## config.mk

```make
export PLATFORM = sky130hd
export DESIGN_NAME = tdf_update
export DESIGN_NICKNAME = d
export VERILOG_FILES = /design/src/rtl/tdf_pkg.sv /design/src/rtl/tdf_update.sv
export SDC_FILE = /design/constraint.sdc
export NUM_CORES = 1
export LEC_CHECK = 0
export ABC_AREA = 1
export BUFFER_PORTS_ARGS = -buffer_cell sky130_fd_sc_hd__buf_2
export CELL_PAD_IN_SITES_DETAIL_PLACEMENT = 1
export CELL_PAD_IN_SITES_GLOBAL_PLACEMENT = 1
export CORE_MARGIN = 10
export CORE_UTILIZATION = 28
export DETAILED_ROUTE_END_ITERATION = 6
export PLACE_DENSITY = 0.78
export SLEW_MARGIN = 20
export SYNTH_ARGS = -nofsm -noshare
export SYNTH_HDL_FRONTEND = slang
export SYNTH_SLANG_ARGS = --single-unit
export TNS_END_PERCENT = 1
```

## constraint.sdc

```tcl
create_clock -name vclk -period 2.4
set_clock_uncertainty 0.05 [all_clocks]
set_input_delay 0 -clock vclk [all_inputs]
set_output_delay 0 -clock vclk [all_outputs]
set_load 0.05 [all_outputs]
```

## src/rtl/tdf_pkg.sv

```systemverilog
// Shared types, constants and helpers for the two-hit diagonal filter.
// Used by tdf_update, two_hit_diagonal_filter and tb_top; depends on nothing.
`default_nettype none
package tdf_pkg;

  localparam int SEQ_SLOTS   = 4096;
  localparam int OFFSET_BITS = 15;
  localparam int SLOT_BITS   = $clog2(SEQ_SLOTS);
  localparam int EPOCH_BITS  = 8;

  localparam int DIAG_W  = 17;
  localparam int SUBJ_W  = 17;
  localparam int SEQ_W   = 12;
  localparam int QLEN_W  = 15;
  localparam int QOFF_W  = 16;
  localparam int HIT_W   = 32;
  localparam int CNT_W   = 16;
  localparam int PSLOT_W = 15;
  localparam int CFG_W   = 16;

  typedef logic [EPOCH_BITS-1:0] epoch_t;
  typedef logic [SLOT_BITS-1:0]  slot_t;

  localparam epoch_t EPOCH_FIRST = epoch_t'(1);
  localparam epoch_t EPOCH_LAST  = {EPOCH_BITS{1'b1}};
  localparam slot_t  SLOT_LAST   = slot_t'(SEQ_SLOTS - 1);

  // Register indexes of the configuration port.
  typedef logic [1:0] reg_index_t;
  localparam reg_index_t REG_WINDOW_A    = 2'd0;
  localparam reg_index_t REG_OVERLAP_MIN = 2'd1;
  localparam reg_index_t REG_QUERY_LEN   = 2'd2;
  localparam reg_index_t REG_MAX_PAIRS   = 2'd3;

  typedef enum logic [3:0] {
    ST_SWEEP = 4'b0001,
    ST_IDLE  = 4'b0010,
    ST_READ  = 4'b0100,
    ST_CALC  = 4'b1000
  } state_t;

  // One table entry: an entry counts as valid only when its tag equals
  // the current epoch.
  typedef struct packed {
    epoch_t             tag;
    logic [CNT_W-1:0]   count;
    logic [HIT_W-1:0]   last;
  } entry_t;

  typedef struct packed {
    logic [CFG_W-1:0] window_a;
    logic [CFG_W-1:0] overlap_min;
    logic [CFG_W-1:0] max_pairs;
  } cfg_t;

  typedef struct packed {
    logic   we;
    entry_t wdata;
  } update_t;

  typedef struct packed {
    logic               valid;
    logic [HIT_W-1:0]   first;
    logic [HIT_W-1:0]   second;
    logic [PSLOT_W-1:0] slot;
    logic               overflow;
  } result_t;

  function automatic slot_t slot_of(input logic [SEQ_W-1:0] sid);
    logic [31:0] wide;
    wide = 32'(sid);
    return wide[SLOT_BITS-1:0];
  endfunction

endpackage
`default_nettype wire

```

## src/rtl/tdf_update.sv

```systemverilog
// Read-modify-write decision for one hit against its table entry.
// Depends on tdf_pkg.
`default_nettype none
module tdf_update (
  input  wire tdf_pkg::entry_t             rd_entry,
  input  wire logic [tdf_pkg::HIT_W-1:0]   cur_hit,
  input  wire tdf_pkg::epoch_t             epoch,
  input  wire tdf_pkg::cfg_t               cfg,
  output tdf_pkg::update_t                 upd,
  output tdf_pkg::result_t                 res
);

  logic                        entry_valid;
  logic [tdf_pkg::HIT_W-1:0]   gap;
  logic                        neg;
  logic                        far;
  logic                        pair_ok;
  logic [tdf_pkg::CNT_W:0]     cnt_plus;
  logic                        over;

  assign entry_valid = (rd_entry.tag == epoch);
  assign gap         = cur_hit - rd_entry.last;
  assign neg         = gap[tdf_pkg::HIT_W-1];
  assign far         = !neg && (gap >= tdf_pkg::HIT_W'(cfg.window_a));
  assign pair_ok     = !neg && (gap >= tdf_pkg::HIT_W'(cfg.overlap_min));
  assign cnt_plus    = {1'b0, rd_entry.count} + (tdf_pkg::CNT_W+1)'(2);
  assign over        = (cnt_plus > {1'b0, cfg.max_pairs});

  always_comb begin
    upd.we          = 1'b0;
    upd.wdata.tag   = epoch;
    upd.wdata.count = rd_entry.count;
    upd.wdata.last  = cur_hit;

    res.valid    = 1'b0;
    res.first    = rd_entry.last;
    res.second   = cur_hit;
    res.slot     = rd_entry.count[tdf_pkg::CNT_W-1:1];
    res.overflow = over;

    priority if (!entry_valid) begin
      // First hit of the sequence in this block: the count starts over.
      upd.we          = 1'b1;
      upd.wdata.count = '0;
    end else if (far) begin
      upd.we = 1'b1;
    end else if (pair_ok) begin
      upd.we    = 1'b1;
      res.valid = 1'b1;
      if (!over) begin
        upd.wdata.count = cnt_plus[tdf_pkg::CNT_W-1:0];
      end
    end else begin
      // Too close or behind the last hit: the entry stays as it is.
      upd.we = 1'b0;
    end
  end

endmodule
`default_nettype wire

```

==> impl_metrics.csv <==
group,metric,value,unit
yosys,syn-num-nets,1303,
floorplanning,die_area,0.02676,mm²
yosys,netlist_top_cells_count,"nand2_1, inv_1, buf_4, nor2_1, ha_1",
floorplanning,rows,52,
power,finalPower,0.002687,W
placed_design,io_buffers,282,
routing,wirelength,30.12,mm
power,ir_drop,0.0001379,V
cts,holdBufCountCts,0,
sta,hold_viol,0,
yosys,synth_cells,1078,
sta,max_slew_margin,70.01,%
yosys,ys_warn_count,0,
layout,clockBufferCount,0,
power,p_leak,5.518,nW
yosys,synth_top_area_share,21.20,%
layout,drive_gt1_share,46.70,%
floorplanning,start_util,28.53,%
routing,drt_iter0_markers,308,
setup_path,criticalPathCategory,"primary input to output pin",
routing,vias,7914,
layout,fillers,2731,
layout,num-nets-final,1653,
placed_design,post_dp_cell_area,0.008154,mm²
sta,worst_slack,-0.9392,ns
routing,ant_nets,0,
setup_path,critPathRequiredTime,2.35,ns
layout,diodes,0,
sta,slew_viol_final,0,
floorplanning,io_pins,282,
global_routing,grt_overflow,0,
layout,fin_area,0.009154,mm²
sta,holdWs,0.2520,ns
setup_path,cp_max_fo,13,
routing,viasPerCell,4.666,
yosys,netlist-cell-type-count,36,
setup_path,cp-start-kind,"primary input",
placed_design,dp.cells,1672,
sta,final-setup-viol-count,18,
sta,period_minus_slack,3.339,ns
min_path,whs_path_depth,2,
yosys,muxShareOfSynthArea,0,%
floorplanning,die_h,163.6,µm
power,powerDensity,293.5,mW/mm²
setup_path,crit_path_end_kind,"output pin",
layout,final_util,45.24,%
status,status,"finished, violations left",
yosys,yosys.area_share.simple,39.84,%
sta,fin_crit_sh,139.1,%
yosys,syn_avg_cell_area,5.355,µm²
sta,fmax,299.5,MHz
global_routing,grt_usage,19.31,%
yosys,synth_area_leader_cell,"nand2_1",
layout,seq_area,0,µm²
yosys,synth_top_family_by_area,"simple AND/OR/NAND/NOR gates",
placed_design,gp_congestion,0.8782,
layout,seq_cells,0,
status,violations,"setup timing",
routing,wire_per_inst,17.76,µm
min_path,min_from,"rd_entry[0]",
setup_path,arrival,3.29,ns
global_routing,grt_start_max_net_pins,14,
floorplanning,die_w,163.6,µm
sta,rsz0062_at_grt,"true",
floorplanning,core_area,0.02023,mm²
global_routing,grt_pass1_wl,43.14,mm
routing,drtPass1Iterations,5,
yosys,synth_most_common_cell,"nand2_1",
run,cap_viol_max_count,0,
min_path,worstHoldPathType,"primary input to output pin",
yosys,synthXorXnorAreaFrac,4.248,%
yosys,ys_top_cells_by_area,"nand2_1, ha_1, buf_4, inv_1, nor2_1",
layout,area_growth,58.56,%
layout,stdcell_count,1696,
sta,worst_slew_pin_slew,0.4483,ns
yosys,synth_fa_ha_area_share,17.69,%
global_routing,antenna_found_initial,0,
setup_path,crit_start,"rd_entry[33]",
placed_design,hpwl,22.12,mm
global_routing,grt_pass1_vias,8651,
routing,drc,0,
yosys,syn-cell-area,0.005773,mm²
yosys,synth-compound-area-share,6.047,%
yosys,ys_seq_area_share,0,%
[layout by cell type (no fill, tap or decap), types with 14 or more instances in the layout]
cell,count
nand2_1,293
buf_2,259
inv_1,225
buf_4,185
ha_1,61
nor2_1,56
nand2_2,39
nand3_1,30
nor2_4,26
nor2_2,25
a21oi_1,25
inv_2,20
ha_4,17
nand2_4,15
nand4_1,14
[cells by family after synthesis]
group | after synthesis
compound gates | 64
xor+xnor | 28
fa+ha+maj | 81
buf+inv | 370
simple gates | 535
[power by group]
part / internal [W] / leakage, nW / switching, W / total (W)
Sequential: 0 / 0 / 0 / 0
Combinational: 0.00105 / 5.52 / 0.00164 / 0.00269
Clock: 0 / 0 / 0 / 0
Total: 0.00105 / 5.52 / 0.00164 / 0.00269
[what timing repair did]
item	4_1_cts	5_1_grt
cloned	2	0
resized for setup	125	73
buffers inserted	15	8
pin swaps	47	51
endpoints found under the setup margin	18	18
[final cells by class]
class / count / area (µm²) / area share, %
multi-input combinational: 710 / 4821 / 52.67
inverter: 246 / 930.9 / 10.17
timing repair buffer: 470 / 3064 / 33.47
tap: 270 / 337.8 / 3.691
[worst paths after layout]
path                      end  slack (ns)
worst min-delay path  res[48]        0.25
worst max-delay path  upd[34]       -0.94
[routing by layer]
layer | share of wire [%] | up-vias | global-route usage (%)
met4 | 3.0 | 0 | 3.940
met3 | 5.0 | 58 | 2.190
li1 | - | 3831 | -
met1 | 39 | 3727 | 21.90
met5 | 0 | - | 0
met2 | 53 | 298 | 37.52
[metrics by stage]
step           setup WS, ns  setup TNS (ns)
2_1_floorplan       -0.3470          -4.847
3_3_place_gp        -0.8835          -13.56
3_5_place_dp         -1.095          -16.34
4_1_cts             -0.6422          -10.40
5_1_grt              -1.062          -16.93
6_report            -0.9392          -14.28
[critical path: stages]
cell and delay [ns]:
buf_8 0.08, buf_4 0.12, nand3_1 0.11, nor2_2 0.18
buf_4 0.13, buf_4 0.11, xor2_1 0.38, ha_1 0.37
a21oi_1 0.15, nor2_1 0.06, a211oi_1 0.17, o21ai_0 0.19
nand2_1 0.16, a31oi_4 0.12, nor2_4 0.14, buf_12 0.14
nand2_8 0.11, nand2_1 0.12, nand2_1 0.13, nor2_4 0.15
buf_12 0.15
(Power assumes the default switching activity.)
