**src/rtl/tdf_ram.sv**
```systemverilog
// Generic single-port-write, single-port-read RAM with registered read data.
// No dependencies.
`default_nettype none
module tdf_ram #(
  parameter int WIDTH = 8,
  parameter int DEPTH = 16
) (
  input  wire logic                     clk,
  input  wire logic                     wr_en,
  input  wire logic [$clog2(DEPTH)-1:0] wr_addr,
  input  wire logic [WIDTH-1:0]         wr_data,
  input  wire logic [$clog2(DEPTH)-1:0] rd_addr,
  output logic      [WIDTH-1:0]         rd_data
);

  logic [WIDTH-1:0] mem [DEPTH];

  always_ff @(posedge clk) begin
    if (wr_en) begin
      mem[wr_addr] <= wr_data;
    end
    rd_data <= mem[rd_addr];
  end

endmodule
`default_nettype wire

```
**config.mk**
```make
export PLATFORM = sky130hd
export DESIGN_NAME = tdf_ram
export DESIGN_NICKNAME = d
export VERILOG_FILES = /design/src/rtl/tdf_ram.sv
export SDC_FILE = /design/constraint.sdc
export NUM_CORES = 1
export LEC_CHECK = 0
export BUFFER_PORTS_ARGS = -buffer_cell sky130_fd_sc_hd__buf_2
export CAP_MARGIN = 10
export CORE_MARGIN = 2
export CORE_UTILIZATION = 55
export CTS_CLUSTER_DIAMETER = 150
export DETAILED_ROUTE_END_ITERATION = 10
export GPL_ROUTABILITY_DRIVEN = 0
export PLACE_DENSITY_LB_ADDON = 0.15
export SLEW_MARGIN = 20
export SYNTH_ARGS = -nofsm -noshare
export SYNTH_HDL_FRONTEND = slang
export SYNTH_SLANG_ARGS = --single-unit
```
**constraint.sdc**
```tcl
create_clock -name clk -period 2.32 [get_ports clk]
set_clock_uncertainty 0.05 [all_clocks]
set_input_delay 0.116 -clock clk [delete_from_list [all_inputs] [get_ports clk]]
set_output_delay 0.116 -clock clk [all_outputs]
set_load 0.03 [all_outputs]
```
==> flow_summary.ini, run 1 <==
[run_status]
status = completed

[cts]
post_cts_resize_count = 0
post_cts_buffers = 0
cts_tree = yes
cts_buffers = 17
clock_latency_ns = 0.51
postCtsHoldBufs = 8
cts_buffer_depth = 2
clkSinkCount = 136
cts.clk_slew.worst_paths_ns = 0.06
htreeDepth = 4
root_buffer = clkbuf_8

[yosys]
synth.avg_cell_area_um2 = 22.5
synth-edff-count = 128
synth-seq-cells = 136
synth_area_leaders = edfxtp_1 75%, mux4_2 7.9%, mux4_1 7.1%
synth.distinct_cells = 19
yosys_warnings = 0
synth.largest_area_cell = edfxtp_1
synth_nets = 247
synth_top_area_share_pct = 74.7
synthCells = 229
seq_area_frac_synth_pct = 77.8
synth-main-ff-cell = edfxtp_1
synthArstFlopShare_pct = 0
netlist_area_um2 = 5150

[timing]
max_slew.worst_pin.slew_ns = 0.766
rsz0062_at_grt = no
min_period_ns = 1.42
relSlewSlack_pct = 48.7
drv_slew = 0
setup_viol = 0
final_hold_viol_count = 0
tns_ns = 0
fin_crit_sh_pct = 61.3
clock.fmax_ghz = 0.703

[global_routing]
grt_pass1_wl_mm = 14.8
grt_overflow = 0
gr-usage-all-layers_pct = 21.4
grt_max_degree = 33
grt_pass1_vias = 2561
antenna_found_initial = 0

[worst_setup_path]
r2r_slack_ns = 0.90
crit_slowest_cell = mux4_1
start_kind = flip-flop
crit_chain = mux4_1, a22oi_1, nand2_1
r2r-end = rd_data[1]
path_depth = 3
cp.required_ns = 2.66
cp.buffers_inverters = 0
endpoint_kind = flip-flop
crit_type = reg2reg
r2r_start = mem[9][1]
crit_arrival_ns = 1.76
crit_fanout = 1
crit_family = multiplexers
ff2ff_path_depth = 3
max_stage_delay_ns = 0.50

[pwr]
fin_total_pwr_mw = 5.24
leakagePower_nw = 2.05
powerDensity_nw_per_um2 = 869
ir_worst_vdd_mv = 0.562

[place]
numPortBuffers = 25
dp_hpwl_mm = 6.10

[flow_run]
drv_cap = 0

[finish]
layout-drive-gt1-share_pct = 27.7
nFillCells = 600
finalNetCount = 306
multiInputGateArea_um2 = 1060
seqCellArea_um2 = 4000
area_growth_pct = 17.2
n_antenna_cell = 0

[route]
drc = 0
drt-total-wl_mm = 9.56
wl_per_cell_um = 23.3
ant_nets = 0
drt_iter0_drc = 141
first_pass_iters = 4
num_vias = 2448
via_per_inst = 5.96

[die]
rows = 35
die_x_um = 101
start_util_pct = 56.2
die_h_um = 101
dieArea_um2 = 10100
core_region_area_um2 = 9150
ios = 26

[min_path]
min_path_cells = 3
hp-start = wr_addr[1]
hold_class = in2reg
whs_endpoint = mem[0][0]
-- registers in the layout, indices dropped and copies added, names as in the netlist --
signal and cells:
rd_data 8, mem 128
-- cell usage after synthesis (all sizes together) (2+ instances only) --
| library cell | number |
|---|---|
| a22oi | 16 |
| buf | 7 |
| clkdlybuf4s25 | 3 |
| dfxtp | 8 |
| edfxtp | 128 |
| mux4 | 32 |
| nand2 | 9 |
| nand2b | 2 |
| nand3b | 2 |
| nor2 | 13 |
| nor3 | 4 |
-- per-layer routing --
layer / track usage, % / wire length (µm)
met5: 0 / 0
met4: 7.59 / 104
met3: 5.89 / 696
met2: 32.5 / 4870
met1: 30.6 / 3890
-- worst register-to-register path, cell delays in order (launching register included) --
cell,delay [ns]
edfxtp_1,0.35
mux4_1,0.50
a22oi_1,0.32
nand2_1,0.08
-- cells in the final DEF (no fill, tap or decap), types with 4 or more instances in the layout --
cell / instances
nor2_1: 13
buf_2: 25
buf_4: 16
mux4_1: 14
dfxtp_1: 8
clkbuf_16: 16
mux4_2: 18
dlygate4sd3_1: 8
a22oi_1: 16
nor3_1: 4
edfxtp_1: 128
nand2_1: 9
clkbuf_1: 7
-- cell families after synthesis --
| logic type | Yosys count | share of synthesized area (%) |
|---|---|---|
| AOI/OAI and AO/OA | 16 | 2.33 |
| buffers and inverters | 10 | 1.68 |
| DFF | 136 | 77.8 |
| muxes | 32 | 15.0 |
| and+or+nand+nor | 35 | 3.18 |
-- layout make-up --
class | instances | share of cell area, %
sequential | 136 | 66.4
clock inverter | 6 | 0.539
timing repair buffer | 50 | 5.72
tap | 111 | 2.30
multi-input combinational | 83 | 17.5
clock buffer | 25 | 7.53
-- power breakdown --
part / internal, mW / switching (mW)
logic: 0.116 / 0.173
registers: 2.75 / 0.0190
clock network: 1.32 / 0.867
total: 4.18 / 1.06
-- how the worst max path moves through the flow --
stage	start	slack, ns	end
final	mem[9][1]	0.90	rd_data[1]
after global routing	mem[11][1]	0.84	rd_data[1]
after CTS	mem[11][0]	0.90	rd_data[0]
after detailed placement	wr_addr[2]	0.53	mem[2][6]
after global placement	wr_addr[2]	0.52	mem[2][7]
after floorplan	wr_addr[2]	0.66	mem[0][0]
-- through the flow --
stage,setup slack [ns],std cells,util [%],hold slack (ns),instance area (µm²)
after floorplan,0.661,229,-,0.165,5150
after global placement,0.523,372,59.7,0.463,5470
after detailed placement,0.533,372,59.7,0.469,5470
after CTS,0.897,411,65.9,0.115,6030
after global routing,0.845,411,65.9,0.128,6030
final,0.898,411,65.9,0.142,6030
Power figures use the tool's default switching activity.
==> run 2: changes to the inputs <==
- clock period: 2.32 -> 1.46 ns (I/O delays scaled with it)
==> run 2 against run 1 <==
  * Routed wire length is 1.1% higher
  * Clock power rose by 84%
  * Combinational power grew 68%
  * Die area stayed put
  * Register-to-register slack got worse by 0.82 ns
  * Largest power group unchanged
==> flow_summary.ini, run 2 (same netlist as run 1, synthesis figures left out) <==
[finish]
n_antenna_cell = 0
largest_register_ff_count = 128
final_common_cell = edfxtp_1
layout-drive-gt1-share_pct = 33.5
area_growth_pct = 21.1
final_cell_mix = 128 x edfxtp_1, 25 x buf_2, 23 x buf_4
regMostFlops = mem
nFillCells = 570
utilization_pct = 68.1
finalNetCount = 315
top_regs = mem: 128 flops, rd_data: 8 flops

[cts]
cts_buffers = 17
cts.clk_slew.worst_paths_ns = 0.06
clock_latency_ns = 0.50
root_buffer = clkbuf_8
cts_buffer_depth = 2
clkSinkCount = 136
cts_tree = yes
htreeDepth = 4
post_cts_buffers = 0

[worst_setup_path]
endpoint_kind = flip-flop
crit_type = reg2reg
crit_arrival_ns = 1.72
cp.required_ns = 1.79
max_stage_delay_ns = 0.45
start_kind = flip-flop
crit_path_start = mem[8][7]
crit_fanout = 1
r2r_start = mem[8][7]
crit_chain = mux4_2, a22oi_1, nand2_1
r2r_slack_ns = 0.08
crit_slowest_cell = mux4_2

[die]
rows = 35
die_h_um = 101
core_region_area_um2 = 9150
dieArea_um2 = 10100
die_x_um = 101
start_util_pct = 56.2
ios = 26

[timing]
max_slew.worst_pin.slew_ns = 0.929
min_period_ns = 1.38
relSlewSlack_pct = 37.8
setup_viol = 0
clock.fmax_ghz = 0.723
fin_crit_sh_pct = 94.7
final_hold_viol_count = 0
drv_slew = 0
hold_ws_ns = 0.0690

[global_routing]
grt_max_degree = 23
grt_overflow = 0
gr-usage-all-layers_pct = 20.8
grt_pass1_wl_mm = 14.4
antenna_found_initial = 0
grt_pass1_vias = 2507

[route]
wl_per_cell_um = 23.0
first_pass_iters = 4
via_per_inst = 5.88
ant_nets = 0
num_vias = 2477
drc = 0
drt_iter0_drc = 231
drt-total-wl_mm = 9.67

[pwr]
powerDensity_nw_per_um2 = 1430
leakagePower_nw = 2.16
ir_worst_vdd_mv = 0.815

[min_path]
hold_class = in2reg
hp-start = wr_addr[2]

[run_status]
status = completed

[place]
numPortBuffers = 25
dp_hpwl_mm = 6.12

[flow_run]
drv_cap = 0
-- run 2: changes by cell type in the layout (fill, tap and decap cells not counted) --
cell	delta
clkbuf_1	-7
bufinv_16	+2
a22oi_1	-2
a22oi_2	+2
buf_12	+2
nor3_2	+1
buf_4	+7
clkbuf_8	+2
clkinv_1	-1
nor3_1	-1
clkinv_2	+2
clkinv_4	+3
-- run 2: worst max-delay path, delay by kind of cell, from the launching register on --
kind | cells | cell delay, ns
flops | 1 | 0.36
compound gates | 1 | 0.31
simple gates | 1 | 0.09
mux | 1 | 0.45
-- run 2: worst paths after layout --
path / endpoint / cells past startpoint
worst max register to register: rd_data[7] / 3
worst min register to register: rd_data[5] / 3
worst min-delay path: mem[6][0] / 3
worst max-delay path: rd_data[7] / 3
-- run 2: where the power goes --
group          total [mW]  leakage [nW]  internal, mW  switching, mW
logic               0.485         0.656         0.204          0.281
registers            4.39          1.22          4.37         0.0244
clock network        4.04         0.284          2.55           1.49
-- run 2: metrics by stage --
stage          setup WS, ns  std cells  instance area (µm²)  total power, mW  setup TNS, ns
2_1_floorplan        0.0709        229                 5150             4.74              0
3_3_place_gp        -0.0697        381                 5560             4.93         -0.237
3_5_place_dp         -0.109        381                 5560             4.94         -0.388
4_1_cts              0.0253        421                 6220             9.00              0
5_1_grt           -0.000448        421                 6230             9.20      -0.000448
6_report             0.0767        421                 6230             8.92              0
-- run 2: what timing repair did --
| action | 4_1_cts | 5_1_grt |
|---|---|---|
| endpoints found under the setup margin | 0 | 2 |
| hold endpoints to repair | 128 | 0 |
| hold buffers | 8 | 0 |
| gates resized for setup | 0 | 2 |
-- run 2: metal layers --
layer	GRT usage (%)	routed length, µm	share of wire, %
met5	0	0	0
met4	6.95	114	1.2
met3	4.79	534	5.5
met2	33.4	4760	49
met1	28.7	4260	44
-- run 2: area by class of cell --
class	instances	area [µm²]	area share, %
flip-flops and latches	136	4000	64.2
multi-input cells	83	1070	17.2
clock buffers	20	455	7.31
repair buffers	59	438	7.03
well taps	111	139	2.23
clock inverters	12	125	2.01
